<file path="config.mk">
export PLATFORM = sky130hd
export DESIGN_NAME = md5_hash_engine_top_flat
export DESIGN_NICKNAME = d
export VERILOG_FILES = /design/src/md5_pkg.sv /design/src/md5_in_if.sv /design/src/md5_out_if.sv /design/src/md5_ctrl.sv /design/src/md5_dp.sv /design/src/md5_hash_engine_top.sv /design/src/flat_wrapper.sv
export VERILOG_INCLUDE_DIRS = /design/src /design/src/src
export SDC_FILE = /design/constraint.sdc
export NUM_CORES = 2
export LEC_CHECK = 0
export BUFFER_PORTS_ARGS = -buffer_cell sky130_fd_sc_hd__buf_2
export CAP_MARGIN = 20
export CORE_UTILIZATION = 35
export CTS_CLUSTER_SIZE = 24
export DETAILED_ROUTE_END_ITERATION = 10
export GPL_TIMING_DRIVEN = 1
export PLACE_DENSITY = 0.6
export SYNTH_ARGS = -nofsm -noshare
export SYNTH_HDL_FRONTEND = slang
export SYNTH_SLANG_ARGS = --single-unit
</file>
<file path="constraint.sdc">
create_clock -name clk -period 29.6 [get_ports clk]
set_clock_uncertainty 0.15 [all_clocks]
set_input_delay 1.48 -clock clk [delete_from_list [all_inputs] [get_ports clk]]
set_output_delay 1.48 -clock clk [all_outputs]
set_load 0.05 [all_outputs]
</file>
<file path="src/md5_hash_engine_top_defines.svh">
// assertion macros used by the md5 controller
`ifndef MD5_HASH_ENGINE_TOP_DEFINES_SVH
`define MD5_HASH_ENGINE_TOP_DEFINES_SVH

// same-cycle implication, checked out of reset
`define MD5_ASSERT_IMPL(lbl, clk, rst_n, ante, cons) \
    lbl: assert property (@(posedge clk) disable iff (!rst_n) (ante) |-> (cons)) \
        else $error("md5 same-cycle check failed");

// next-cycle implication, checked out of reset
`define MD5_ASSERT_NEXT(lbl, clk, rst_n, ante, cons) \
    lbl: assert property (@(posedge clk) disable iff (!rst_n) (ante) |=> (cons)) \
        else $error("md5 next-cycle check failed");

`endif

</file>
<file path="src/md5_pkg.sv">
// types, constants and round tables of the md5 hash engine
package md5_pkg;

    typedef enum logic [2:0] {
        ST_IDLE,
        ST_PAD,
        ST_COMP,
        ST_ADD,
        ST_OUT
    } state_t;

    typedef enum logic [1:0] {
        BYTE_IN,
        BYTE_PAD80,
        BYTE_ZERO,
        BYTE_LEN
    } byte_sel_t;

    typedef struct packed {
        logic       push;
        logic       add_bits;
        logic       load_work;
        logic       do_round;
        logic       add_chain;
        logic       reset_msg;
        byte_sel_t  byte_sel;
        logic [5:0] round;
        logic [1:0] out_idx;
    } cmd_t;

    typedef struct packed {
        logic fill_full;
        logic fill_hi;
    } status_t;

    localparam logic [31:0] CHAIN_INIT [4] = '{
        32'h67452301, 32'hefcdab89, 32'h98badcfe, 32'h10325476
    };

    localparam logic [7:0] PAD_BYTE = 8'h80;
    localparam logic [1:0] LAST_IDX = 2'd3;
    localparam logic [5:0] LAST_ROUND = 6'd63;

    function automatic logic [4:0] rot_amt(input logic [5:0] r);
        logic [4:0] amt;
        case ({r[5:4], r[1:0]})
            4'h0: amt = 5'd7;
            4'h1: amt = 5'd12;
            4'h2: amt = 5'd17;
            4'h3: amt = 5'd22;
            4'h4: amt = 5'd5;
            4'h5: amt = 5'd9;
            4'h6: amt = 5'd14;
            4'h7: amt = 5'd20;
            4'h8: amt = 5'd4;
            4'h9: amt = 5'd11;
            4'ha: amt = 5'd16;
            4'hb: amt = 5'd23;
            4'hc: amt = 5'd6;
            4'hd: amt = 5'd10;
            4'he: amt = 5'd15;
            default: amt = 5'd21;
        endcase
        return amt;
    endfunction

    function automatic logic [31:0] round_const(input logic [5:0] r);
        logic [31:0] k;
        case (r)
            6'd0:  k = 32'hd76aa478;
            6'd1:  k = 32'he8c7b756;
            6'd2:  k = 32'h242070db;
            6'd3:  k = 32'hc1bdceee;
            6'd4:  k = 32'hf57c0faf;
            6'd5:  k = 32'h4787c62a;
            6'd6:  k = 32'ha8304613;
            6'd7:  k = 32'hfd469501;
            6'd8:  k = 32'h698098d8;
            6'd9:  k = 32'h8b44f7af;
            6'd10: k = 32'hffff5bb1;
            6'd11: k = 32'h895cd7be;
            6'd12: k = 32'h6b901122;
            6'd13: k = 32'hfd987193;
            6'd14: k = 32'ha679438e;
            6'd15: k = 32'h49b40821;
            6'd16: k = 32'hf61e2562;
            6'd17: k = 32'hc040b340;
            6'd18: k = 32'h265e5a51;
            6'd19: k = 32'he9b6c7aa;
            6'd20: k = 32'hd62f105d;
            6'd21: k = 32'h02441453;
            6'd22: k = 32'hd8a1e681;
            6'd23: k = 32'he7d3fbc8;
            6'd24: k = 32'h21e1cde6;
            6'd25: k = 32'hc33707d6;
            6'd26: k = 32'hf4d50d87;
            6'd27: k = 32'h455a14ed;
            6'd28: k = 32'ha9e3e905;
            6'd29: k = 32'hfcefa3f8;
            6'd30: k = 32'h676f02d9;
            6'd31: k = 32'h8d2a4c8a;
            6'd32: k = 32'hfffa3942;
            6'd33: k = 32'h8771f681;
            6'd34: k = 32'h6d9d6122;
            6'd35: k = 32'hfde5380c;
            6'd36: k = 32'ha4beea44;
            6'd37: k = 32'h4bdecfa9;
            6'd38: k = 32'hf6bb4b60;
            6'd39: k = 32'hbebfbc70;
            6'd40: k = 32'h289b7ec6;
            6'd41: k = 32'heaa127fa;
            6'd42: k = 32'hd4ef3085;
            6'd43: k = 32'h04881d05;
            6'd44: k = 32'hd9d4d039;
            6'd45: k = 32'he6db99e5;
            6'd46: k = 32'h1fa27cf8;
            6'd47: k = 32'hc4ac5665;
            6'd48: k = 32'hf4292244;
            6'd49: k = 32'h432aff97;
            6'd50: k = 32'hab9423a7;
            6'd51: k = 32'hfc93a039;
            6'd52: k = 32'h655b59c3;
            6'd53: k = 32'h8f0ccc92;
            6'd54: k = 32'hffeff47d;
            6'd55: k = 32'h85845dd1;
            6'd56: k = 32'h6fa87e4f;
            6'd57: k = 32'hfe2ce6e0;
            6'd58: k = 32'ha3014314;
            6'd59: k = 32'h4e0811a1;
            6'd60: k = 32'hf7537e82;
            6'd61: k = 32'hbd3af235;
            6'd62: k = 32'h2ad7d2bb;
            default: k = 32'heb86d391;
        endcase
        return k;
    endfunction

endpackage

</file>
<file path="src/md5_in_if.sv">
// message byte channel
interface md5_in_if;
    logic       valid;
    logic       ready;
    logic [7:0] data_byte;
    logic       byte_present;
    logic       end_of_message;

    modport source (
        output valid, data_byte, byte_present, end_of_message,
        input  ready
    );

    modport sink (
        input  valid, data_byte, byte_present, end_of_message,
        output ready
    );
endinterface

</file>
<file path="src/md5_out_if.sv">
// digest word channel
interface md5_out_if;
    logic        valid;
    logic        ready;
    logic [31:0] digest_word;
    logic [1:0]  word_index;
    logic        last_word;

    modport source (
        output valid, digest_word, word_index, last_word,
        input  ready
    );

    modport sink (
        input  valid, digest_word, word_index, last_word,
        output ready
    );
endinterface

</file>
<file path="src/md5_ctrl.sv">
// md5 controller: byte intake, padding, round sequencing and digest output
`include "md5_hash_engine_top_defines.svh"

module md5_ctrl (
    input  logic             clk,
    input  logic             rst_n,
    input  logic             in_valid,
    input  logic             byte_present,
    input  logic             end_of_message,
    input  logic             out_ready,
    input  md5_pkg::status_t status,
    output logic             in_ready,
    output logic             out_valid,
    output md5_pkg::cmd_t    cmd
);

    md5_pkg::state_t state_reg, state_next;
    logic [5:0]      round_reg, round_next;
    logic [1:0]      idx_reg, idx_next;
    logic            final_reg, final_next;
    logic            pad_started_reg, pad_started_next;
    logic            extra_reg, extra_next;
    logic            accept;

    assign accept = in_valid && in_ready;

    always_ff @(posedge clk or negedge rst_n)
    begin
        if (!rst_n)
        begin
            state_reg       <= md5_pkg::ST_IDLE;
            round_reg       <= '0;
            idx_reg         <= '0;
            final_reg       <= 1'b0;
            pad_started_reg <= 1'b0;
            extra_reg       <= 1'b0;
        end
        else
        begin
            state_reg       <= state_next;
            round_reg       <= round_next;
            idx_reg         <= idx_next;
            final_reg       <= final_next;
            pad_started_reg <= pad_started_next;
            extra_reg       <= extra_next;
        end
    end

    always_comb
    begin
        state_next       = state_reg;
        round_next       = '0;
        idx_next         = idx_reg;
        final_next       = final_reg;
        pad_started_next = pad_started_reg;
        extra_next       = extra_reg;
        case (state_reg)
            md5_pkg::ST_IDLE:
            begin
                if (in_valid)
                begin
                    final_next = end_of_message;
                    if (byte_present && status.fill_full)
                    begin
                        state_next = md5_pkg::ST_COMP;
                    end
                    else if (end_of_message)
                    begin
                        state_next = md5_pkg::ST_PAD;
                    end
                end
            end
            md5_pkg::ST_PAD:
            begin
                if (!pad_started_reg)
                begin
                    pad_started_next = 1'b1;
                    // length lands in the next block when the marker is past 55
                    extra_next       = status.fill_hi;
                end
                if (status.fill_full)
                begin
                    state_next = md5_pkg::ST_COMP;
                end
            end
            md5_pkg::ST_COMP:
            begin
                round_next = round_reg + 6'd1;
                if (round_reg == md5_pkg::LAST_ROUND)
                begin
                    state_next = md5_pkg::ST_ADD;
                end
            end
            md5_pkg::ST_ADD:
            begin
                extra_next = 1'b0;
                if (final_reg && pad_started_reg && !extra_reg)
                begin
                    state_next = md5_pkg::ST_OUT;
                end
                else if (final_reg)
                begin
                    state_next = md5_pkg::ST_PAD;
                end
                else
                begin
                    state_next = md5_pkg::ST_IDLE;
                end
            end
            md5_pkg::ST_OUT:
            begin
                if (out_ready)
                begin
                    idx_next = idx_reg + 2'd1;
                    if (idx_reg == md5_pkg::LAST_IDX)
                    begin
                        state_next       = md5_pkg::ST_IDLE;
                        final_next       = 1'b0;
                        pad_started_next = 1'b0;
                        extra_next       = 1'b0;
                    end
                end
            end
            default:
            begin
                state_next = md5_pkg::ST_IDLE;
            end
        endcase
    end

    always_comb
    begin
        in_ready      = 1'b0;
        out_valid     = 1'b0;
        cmd           = '0;
        cmd.byte_sel  = md5_pkg::BYTE_IN;
        cmd.round     = round_reg;
        cmd.out_idx   = idx_reg;
        case (state_reg)
            md5_pkg::ST_IDLE:
            begin
                in_ready = 1'b1;
                if (accept && byte_present)
                begin
                    cmd.push      = 1'b1;
                    cmd.add_bits  = 1'b1;
                    cmd.load_work = status.fill_full;
                end
            end
            md5_pkg::ST_PAD:
            begin
                cmd.push      = 1'b1;
                cmd.load_work = status.fill_full;
                if (!pad_started_reg)
                begin
                    cmd.byte_sel = md5_pkg::BYTE_PAD80;
                end
                else if (status.fill_hi && !extra_reg)
                begin
                    cmd.byte_sel = md5_pkg::BYTE_LEN;
                end
                else
                begin
                    cmd.byte_sel = md5_pkg::BYTE_ZERO;
                end
            end
            md5_pkg::ST_COMP:
            begin
                cmd.do_round = 1'b1;
            end
            md5_pkg::ST_ADD:
            begin
                cmd.add_chain = 1'b1;
            end
            md5_pkg::ST_OUT:
            begin
                out_valid     = 1'b1;
                cmd.reset_msg = out_ready && (idx_reg == md5_pkg::LAST_IDX);
            end
            default:
            begin
                in_ready = 1'b0;
            end
        endcase
    end

    `MD5_ASSERT_IMPL(a_ready_excl_valid, clk, rst_n, in_ready, !out_valid)
    `MD5_ASSERT_NEXT(a_last_round_adds, clk, rst_n, (state_reg == md5_pkg::ST_COMP) && (round_reg == md5_pkg::LAST_ROUND), state_reg == md5_pkg::ST_ADD)
    `MD5_ASSERT_NEXT(a_comp_starts_at_zero, clk, rst_n, (state_reg != md5_pkg::ST_COMP) && (state_next == md5_pkg::ST_COMP), round_reg == 6'd0)
    `MD5_ASSERT_NEXT(a_digest_done_idle, clk, rst_n, out_valid && out_ready && (idx_reg == md5_pkg::LAST_IDX), (state_reg == md5_pkg::ST_IDLE) && (idx_reg == 2'd0))

endmodule

</file>
<file path="src/md5_dp.sv">
// md5 datapath: block buffer, length counter, round unit and chaining words
module md5_dp (
    input  logic             clk,
    input  logic             rst_n,
    input  md5_pkg::cmd_t    cmd,
    input  logic [7:0]       data_byte,
    output md5_pkg::status_t status,
    output logic [31:0]      digest_word,
    output logic [1:0]       word_index,
    output logic             last_word
);

    logic [31:0] chain_reg [4];
    logic [31:0] block_reg [16];
    logic [31:0] a_reg, b_reg, c_reg, d_reg;
    logic [5:0]  fill_reg;
    logic [63:0] bits_reg;

    logic [7:0]  byte_val;
    logic [31:0] f_val;
    logic [3:0]  g_idx;
    logic [3:0]  r_lo;
    logic [31:0] sum_val;
    logic [4:0]  amt;
    logic [31:0] rot_val;
    logic [31:0] b_new;

    assign status.fill_full = (fill_reg == 6'd63);
    assign status.fill_hi   = (fill_reg[5:3] == 3'b111);

    assign digest_word = chain_reg[cmd.out_idx];
    assign word_index  = cmd.out_idx;
    assign last_word   = (cmd.out_idx == md5_pkg::LAST_IDX);

    always_comb
    begin
        case (cmd.byte_sel)
            md5_pkg::BYTE_IN:    byte_val = data_byte;
            md5_pkg::BYTE_PAD80: byte_val = md5_pkg::PAD_BYTE;
            md5_pkg::BYTE_LEN:   byte_val = bits_reg[{fill_reg[2:0], 3'b000} +: 8];
            default:             byte_val = 8'h00;
        endcase
    end

    assign r_lo = cmd.round[3:0];

    always_comb
    begin
        case (cmd.round[5:4])
            2'd0:
            begin
                f_val = (b_reg & c_reg) | (~b_reg & d_reg);
                g_idx = r_lo;
            end
            2'd1:
            begin
                f_val = (d_reg & b_reg) | (~d_reg & c_reg);
                g_idx = {r_lo[1:0], 2'b00} + r_lo + 4'd1;
            end
            2'd2:
            begin
                f_val = b_reg ^ c_reg ^ d_reg;
                g_idx = {r_lo[2:0], 1'b0} + r_lo + 4'd5;
            end
            default:
            begin
                f_val = c_reg ^ (b_reg | ~d_reg);
                g_idx = {r_lo[0], 3'b000} - r_lo;
            end
        endcase
    end

    assign sum_val = a_reg + f_val + md5_pkg::round_const(cmd.round) + block_reg[g_idx];
    assign amt     = md5_pkg::rot_amt(cmd.round);
    assign rot_val = (sum_val << amt) | (sum_val >> (6'd32 - {1'b0, amt}));
    assign b_new   = b_reg + rot_val;

    always_ff @(posedge clk or negedge rst_n)
    begin
        if (!rst_n)
        begin
            for (int i = 0; i < 4; i++)
            begin
                chain_reg[i] <= md5_pkg::CHAIN_INIT[i];
            end
            fill_reg <= '0;
            bits_reg <= '0;
        end
        else
        begin
            if (cmd.reset_msg)
            begin
                for (int i = 0; i < 4; i++)
                begin
                    chain_reg[i] <= md5_pkg::CHAIN_INIT[i];
                end
                fill_reg <= '0;
                bits_reg <= '0;
            end
            else
            begin
                if (cmd.push)
                begin
                    fill_reg <= fill_reg + 6'd1;
                end
                if (cmd.add_bits)
                begin
                    bits_reg <= bits_reg + 64'd8;
                end
                if (cmd.add_chain)
                begin
                    chain_reg[0] <= chain_reg[0] + a_reg;
                    chain_reg[1] <= chain_reg[1] + b_reg;
                    chain_reg[2] <= chain_reg[2] + c_reg;
                    chain_reg[3] <= chain_reg[3] + d_reg;
                end
            end
        end
    end

    // every byte of a block is written before the block is compressed
    always_ff @(posedge clk)
    begin
        if (cmd.push)
        begin
            block_reg[fill_reg[5:2]][{fill_reg[1:0], 3'b000} +: 8] <= byte_val;
        end
    end

    always_ff @(posedge clk)
    begin
        if (cmd.load_work)
        begin
            a_reg <= chain_reg[0];
            b_reg <= chain_reg[1];
            c_reg <= chain_reg[2];
            d_reg <= chain_reg[3];
        end
        else if (cmd.do_round)
        begin
            a_reg <= d_reg;
            b_reg <= b_new;
            c_reg <= b_reg;
            d_reg <= c_reg;
        end
    end

endmodule

</file>
<file path="src/md5_hash_engine_top.sv">
// md5 hash engine: one message byte per transaction, four digest words per message
// a byte is taken only while the engine is idle; a byte that fills a block starts a compression
// (64 rounds of the single round unit plus 1 chaining add)
// an end transaction pads at one byte per cycle, runs one or two
// compressions, then offers the four digest words one per cycle while ready is high
// async reset loads the initial chaining words, clears length and fill count
module md5_hash_engine_top (
    input  logic      clk,
    input  logic      rst_n,
    md5_in_if.sink    msg,
    md5_out_if.source digest
);

    md5_pkg::cmd_t    cmd;
    md5_pkg::status_t status;

    md5_ctrl u_ctrl (
        .clk            (clk),
        .rst_n          (rst_n),
        .in_valid       (msg.valid),
        .byte_present   (msg.byte_present),
        .end_of_message (msg.end_of_message),
        .out_ready      (digest.ready),
        .status         (status),
        .in_ready       (msg.ready),
        .out_valid      (digest.valid),
        .cmd            (cmd)
    );

    md5_dp u_dp (
        .clk         (clk),
        .rst_n       (rst_n),
        .cmd         (cmd),
        .data_byte   (msg.data_byte),
        .status      (status),
        .digest_word (digest.digest_word),
        .word_index  (digest.word_index),
        .last_word   (digest.last_word)
    );

endmodule
</file>
<file path="src/flat_wrapper.sv">
// flat-port wrapper written by rule: the top's interface ports become plain ports
module md5_hash_engine_top_flat 
  (clk, rst_n, msg_valid, msg_data_byte, msg_byte_present, msg_end_of_message, msg_ready, digest_valid, digest_digest_word, digest_word_index, digest_last_word, digest_ready);
  md5_in_if msg_i ();
  md5_out_if digest_i ();
  input  logic clk;
  input  logic rst_n;
  input wire logic [$bits(msg_i.valid)-1:0] msg_valid;
  input wire logic [$bits(msg_i.data_byte)-1:0] msg_data_byte;
  input wire logic [$bits(msg_i.byte_present)-1:0] msg_byte_present;
  input wire logic [$bits(msg_i.end_of_message)-1:0] msg_end_of_message;
  output wire logic [$bits(msg_i.ready)-1:0] msg_ready;
  output wire logic [$bits(digest_i.valid)-1:0] digest_valid;
  output wire logic [$bits(digest_i.digest_word)-1:0] digest_digest_word;
  output wire logic [$bits(digest_i.word_index)-1:0] digest_word_index;
  output wire logic [$bits(digest_i.last_word)-1:0] digest_last_word;
  input wire logic [$bits(digest_i.ready)-1:0] digest_ready;
  assign msg_i.valid = msg_valid;
  assign msg_i.data_byte = msg_data_byte;
  assign msg_i.byte_present = msg_byte_present;
  assign msg_i.end_of_message = msg_end_of_message;
  assign msg_ready = msg_i.ready;
  assign digest_valid = digest_i.valid;
  assign digest_digest_word = digest_i.digest_word;
  assign digest_word_index = digest_i.word_index;
  assign digest_last_word = digest_i.last_word;
  assign digest_i.ready = digest_ready;
  md5_hash_engine_top u_core (.clk(clk), .rst_n(rst_n), .msg(msg_i), .digest(digest_i));
endmodule
</file>
Yosys cells after proc, flatten, opt, wreduce, memory -nomap -nowiden
Memory sizes are Yosys's and may differ from the RTL's.
Cells that the tools add are included.
{ "totals": {"regBits": 340, "ramBits": 512, "mem_bits_ro": 2128, "input_bits": 14, "output_inout_bits": 37, "word_cells": 152, "n_memories": 3} }
{ "memory_table": {"columns": ["memory", "words", "word_bits", "read_ports", "rd_ports_with_merged_regs", "wr", "line", "rtl"], "rows": [
  ["(name not given)", 64, 32, 1, 0, 0, "md5_pkg.sv:69", "case (r)"],
  ["u_core.u_dp.block_reg", 16, 32, 1, 0, 1, "md5_dp.sv:14", "logic [31:0] block_reg [16];"],
  ["(name not given)", 16, 5, 1, 0, 0, "md5_pkg.sv:46", "case ({r[5:4], r[1:0]})"]
]} }
{ "classes": {"addsub": 19, "magnitude_cmp": 1, "eq_ne": 19, "shifts": 5, "mux": 52, "bitwise": 14, "reduce_logical": 23} }
{ "op_table": {"columns": ["cell", "n"], "rows": [
  ["32-bit two-way mux", 11],
  ["32-bit adder", 8],
  ["128-bit two-way mux", 2],
  ["32-bit bitwise AND", 4],
  ["64-bit two-way mux", 2],
  ["32-bit bitwise OR", 4],
  ["32-bit case mux with 3 select lines", 1],
  ["32-bit bitwise XOR", 3],
  ["64-bit by 4-bit adder with 64-bit output, second input constant", 1],
  ["32-bit binary-select mux with 2-bit select", 1],
  ["32-bit inverter", 2],
  ["64-bit by 7-bit variable part select with 8-bit output", 1],
  ["8-bit by 7-bit variable shift with 32-bit output, first input constant", 1],
  ["8-bit by 7-bit variable part select with 32-bit output", 1],
  ["32-bit by 5-bit left shift with 32-bit output", 1],
  ["32-bit by 6-bit >> shifter with 32-bit output", 1],
  ["3-bit two-way mux", 9],
  ["8-bit case mux with 3 select lines", 1],
  ["6-bit two-way mux", 3],
  ["3-bit case mux with 5 select lines", 1],
  ["1-bit two-way mux", 13],
  ["6-bit by 1-bit adder with 6-bit output, second input constant", 2],
  ["6-bit equality test, second input constant", 2],
  ["2-bit inequality test, second input constant", 6],
  ["29 further kinds", 52]
]} }

Longest topological paths before layout
{ "depth": {"depth_word": 12, "ltp_mapped": 46, "depth_no_buf": 42} }

Hierarchy
Synthesis repeated with hierarchy kept, for this count alone.
{ "hier_totals": {"hier_cells": 5254, "area_unflattened_um2": 55589.6} }
{ "modules_own_cells": {"columns": ["module", "n_inst", "cells_each", "area_per_inst_um2", "seq_area_each_um2"], "rows": [
  ["md5_dp", 1, 5171, 54813.8, 24178.2],
  ["md5_ctrl", 1, 83, 775.7, 350.3]
]} }

Worst setup path after synthesis
OpenSTA, ideal clock, no wires.
{ "synth_timing": {"path_type": "register -> register", "from": "reg u_core.u_ctrl.round_reg[2]", "to": "reg u_core.u_dp.b_reg[30] (data pin)", "setup_time_ps": 268, "arrival_ps": 9536, "t_required_ps": 29182, "path_slack_ps": 19646, "path_stages_with_launch": 44, "path_buffers": 2, "synth_period_minus_slack_ps": 9954, "path_cell_list": "dfrtp_1 inv_2 clkbuf_1 ha_1 fa_1 nand2_1 o21ai_0 o21ai_0 clkbuf_1 nand2_1 nand3_1 o21ai_0 fa_1 inv_1 ha_1 fa_1 a211oi_1 o21ai_0 [... 8 more ...] a21oi_1 a21oi_1 o221ai_1 ha_1 fa_1 a21o_1 a21oi_1 o21bai_1 a31o_2 o311a_1 a21oi_1 o31ai_1 o41ai_1 o21ai_0 a21o_1 a21oi_1 xor2_1 o21ai_0"} }
{ "synth_between": {"elab_chain_cells": 10, "word_cells_on_any_way": 16, "cone_classes": "8 x add/sub; 2 x shift; 3 x mux; 1 x bitwise; 2 x memory"} }
{ "synth_lines": {"columns": ["item", "line", "rtl"], "rows": [
  ["start: declaration", "md5_ctrl.sv:18", "logic [5:0] round_reg, round_next;"],
  ["start signal: assignment", "md5_ctrl.sv:41", "round_reg <= round_next;"],
  ["4-bit adder (on tied branches)", "md5_dp.sv:63, md5_dp.sv:58", null],
  ["4-bit by 3-bit adder with 4-bit output or 4-bit by 1-bit adder with 4-bit output (tied branches)", "md5_dp.sv:63, md5_dp.sv:58", null],
  ["4-bit case mux with 3 select lines", "md5_dp.sv:49", "case (cmd.round[5:4])"],
  ["memory read 16 x 32 bit", null, null],
  ["32-bit adder *", "md5_dp.sv:73", "assign sum_val = a_reg + f_val + md5_pkg::round_const(cmd.round) + block_reg[g_idx];"],
  ["32-bit by 6-bit >> shifter with 32-bit output or 32-bit by 5-bit left shift with 32-bit output (tied branches)", "md5_dp.sv:75", "assign rot_val = (sum_val << amt) | (sum_val >> (6'd32 - {1'b0, amt}));"],
  ["32-bit bitwise OR *", "md5_dp.sv:75", null],
  ["32-bit adder *", "md5_dp.sv:76", "assign b_new = b_reg + rot_val;"],
  ["32-bit two-way mux *", "md5_dp.sv:139", "else if (cmd.do_round)"],
  ["32-bit two-way mux *", "md5_dp.sv:132", "if (cmd.load_work)"],
  ["end signal: assignment", "md5_dp.sv:135", "b_reg <= chain_reg[1];"],
  ["end signal: assignment", "md5_dp.sv:142", "b_reg <= b_new;"],
  ["end: declaration", "md5_dp.sv:15", "logic [31:0] a_reg, b_reg, c_reg, d_reg;"]
]} }
Mark *: on every way between the ends. The rest lies on a longest branch, timed or not. The select of a mux whose other input is x is not followed.
A chain may end at the register's enable or synchronous reset.

Worst setup path after layout
{ "layout_timing": {"from": "reg u_core.u_ctrl.round_reg[0]", "to": "reg u_core.u_dp.b_reg[31] (data pin)"} }
{ "layout_between": {"elab_chain_cells": 10, "word_cells_on_any_way": 18, "cone_classes": "9 x add/sub; 2 x shift; 3 x mux; 1 x bitwise; 3 x memory"} }
{ "layout_lines": {"columns": ["item", "line"], "rows": [
  ["4-bit adder (on tied branches)", "md5_dp.sv:63, md5_dp.sv:58"],
  ["4-bit by 3-bit adder with 4-bit output or 4-bit by 1-bit adder with 4-bit output (tied branches)", "md5_dp.sv:63, md5_dp.sv:58"],
  ["4-bit case mux with 3 select lines", "md5_dp.sv:49"],
  ["memory read 16 x 32 bit", null],
  ["32-bit adder", "md5_dp.sv:73"],
  ["32-bit by 6-bit >> shifter with 32-bit output or 32-bit by 5-bit left shift with 32-bit output (tied branches)", "md5_dp.sv:75"],
  ["32-bit bitwise OR *", "md5_dp.sv:75"],
  ["32-bit adder *", "md5_dp.sv:76"],
  ["32-bit two-way mux *", "md5_dp.sv:139"],
  ["32-bit two-way mux *", "md5_dp.sv:132"]
]} }
Marks and branches as above.

==> metrics <==
Ports=between 50 and 60; DRC violations left=0; gpl congestion=1.01; Synth Area per Inst=about 10 um2; Post-Synthesis Cells=5274; DRT Wirelength=~180000 um; XOR/XNOR share of the synthesized area=0.0445; clock root cell=clkbuf_16; setup bufs post-CTS=0; Crit-path slowest cell=ha_1; DIE HEIGHT=about 400 um; ys flop type=edfxtp_1; Final ANT Viol Nets=0; wire per inst=24.1 um; Max IR drop VDD=0.0481 mV; Slew @ Worst Pin=around 1.4 ns; Power Density=between 70 and 80 nW/um2; Synth top area share=0.358; Final #Nets=5500; Total GRT Usage=0.223; distinct cell type count after synthesis=94; largest family of logic cells by synthesized area=compound AO/OA/AOI/OAI gates; Post-synth EDFFs=between 600 and 700; vias in the first global route=just over 40000; reg-to-reg slack, setup=17.46 ns; grt total ovfl=0; RSZ-0062 raised after global routing=false; die width=about 390 um; final hold viol count=0; fmax=82.3 MHz; CTS tree=built; latest clock arrival within the worst-skew pair=between 0.7 and 0.8 ns; area delta synth->final=10.1%; Max FO, Critical Path=14; htree depth=3; top post-synthesis cells by area=edfxtp_1 36%, mux4_2 7.4%, dfrtp_1 6.8%; crit-path max cell delay=between 0.9 and 1 ns; Post-DP Area=around 56000 um2; HPWL Detailed=approximately 130000 um; Syn Nets=5578; Worst Path Required=29.92 ns; first-pass GRT wire length=roughly 260000 um; post-layout minimum cycle time=12.14 ns; row cnt=roughly 140; ant diodes=0; Async SR Flop Fraction=0.246; clk buf depth=3; PostCTS Resize Cnt=0; Multi-input gate area=around 27000 um2; Slew HR=0.0952; Tcrit/Tclk final=0.410; Die Area=between 150000 and 200000 um2; area leader, netlist=edfxtp_1; Iter 0 DRT Violations=between 4000 and 5000; 1st-pass router iterations=6; post-synthesis simple-gate area fraction=0.145; most common cell in the netlist=nand2_1; max_cap viols=0; top post-synthesis cells by count=887 x nand2_1, 640 x edfxtp_1, 460 x nor2_1, 413 x o21ai_0, 347 x a21oi_1; Fillers=approximately 15000; antenna violations before repair=0; largest net degree at the start of global routing=approximately 130; Synth Area in Compound Gates=0.151; clk sink count=849; cell leakage power=around 23 nW; Post-Syn Area=between 50000 and 60000 um2; status=completed; type of the worst setup path=reg -> reg; Worst Path Buf+Inv=4; worst hold path class=reg -> reg; Via density=about 5.8; Core ar.=about 150000 um2; mux share of post-synthesis cell area=0.0906; WP data arrival=12.47 ns; Port Buffers=50; Warnings, synthesis=0; Pins Over Slew Limit=0; max reg flops=slightly above 500; initial core utilization=0.353; Post-Synth Adder-Cell Area=0.0771; FF/Latch Area=approximately 25000 um2; register bit total from synthesis=approximately 850; clock transition at the registers of the reported paths=0.07 ns; setup TNS=0 ns; Post-Layout Inst Area=between 50000 and 60000 um2; critical path startpoint category=flip-flop; share of layout cells above drive strength 1=0.116; # setup viols final=0; CP delay by family, top=compound AO/OA/AOI/OAI gates; CTS hold repair buffers=0; Vias=between 40000 and 50000; critical path capture point type=flip-flop; post-synthesis sequential area ratio=0.457; Inserted Clock Buffers=90
## layout by cell type (no fill, tap or decap), types with 69 or more instances in the layout
cell type,n
nand2_1,885
a211oi_1,73
o211ai_1,69
nor2_1,456
inv_1,191
edfxtp_1,640
ha_1,222
nand3_1,153
xnor2_1,140
clkbuf_16,90
dfrtp_1,141
o21ai_0,411
a21o_1,77
xor2_1,121
a21oi_1,347
mux4_2,176
## report_power, final
group	internal [mW]	switching [mW]
clock network	0.663	0.508
registers	1.44	0.110
logic	0.555	0.937
## kinds of logic (layout without fill, tap and decap cells)
group	after synthesis	count (layout)
muxes	263	263
DFF	849	849
and+or+nand+nor	1806	1806
buffers and inverters	489	482
xor gates and xnor gates	266	266
AOI/OAI and AO/OA	1311	1311
adders and majority gates	290	290
## worst register-to-register path: cells and delay by family, from the launching register on
family,cells,cell delay [ns]
simple gates,4,0.90
buf+inv,4,1.02
flops,1,0.35
mux,2,0.56
xor+xnor,2,0.64
compound gates,22,5.38
fa+ha+maj,5,2.90
## area by class of cell
class	count	share of cell area
Tap cell	2030	0.0430
Inverter	198	0.0126
Multi-Input combinational cell	3936	0.464
Sequential cell	849	0.415
Timing Repair Buffer	121	0.0146
Clock buffer	104	0.0391
Clock inverter	59	0.0121
## metrics by stage
step / hold WS [ns] / worst slack (ns) / cells / power (mW) / util
floorplan: 0.329 / 19.65 / 5274 / 2.60 / -
global placement: 0.341 / 17.88 / 7125 / 3.02 / 0.368
detailed placement: 0.355 / 17.73 / 7126 / 3.04 / 0.368
CTS: 0.367 / 17.70 / 7289 / 4.21 / 0.388
global route: 0.373 / 16.79 / 7297 / 4.43 / 0.389
finish: 0.363 / 17.46 / 7297 / 4.21 / 0.389
## routing by layer
layer / track usage / share of wire / vias up
met1: 0.310 / 0.44 / 21000
met5: 0 / 0 / -
met2: 0.347 / 0.45 / 1588
met4: 0.0891 / 0.042 / 0
met3: 0.0362 / 0.067 / 320
li1: - / - / 19100
## worst paths after layout
kind	end	start	depth (start not counted)
max	u_core.u_dp.b_reg[31]	u_core.u_ctrl.round_reg[0]	39
max reg2reg	u_core.u_dp.b_reg[31]	u_core.u_ctrl.round_reg[0]	39
min in group asynchronous	u_core.u_dp.chain_reg[18]	rst_n	1
min	u_core.u_ctrl.idx_reg[1]	u_core.u_ctrl.idx_reg[1]	1
max in group asynchronous	u_core.u_ctrl.round_reg[3]	rst_n	2
min reg2reg	u_core.u_ctrl.idx_reg[1]	u_core.u_ctrl.idx_reg[1]	1
Note: power is estimated with default switching activity, not from simulation.
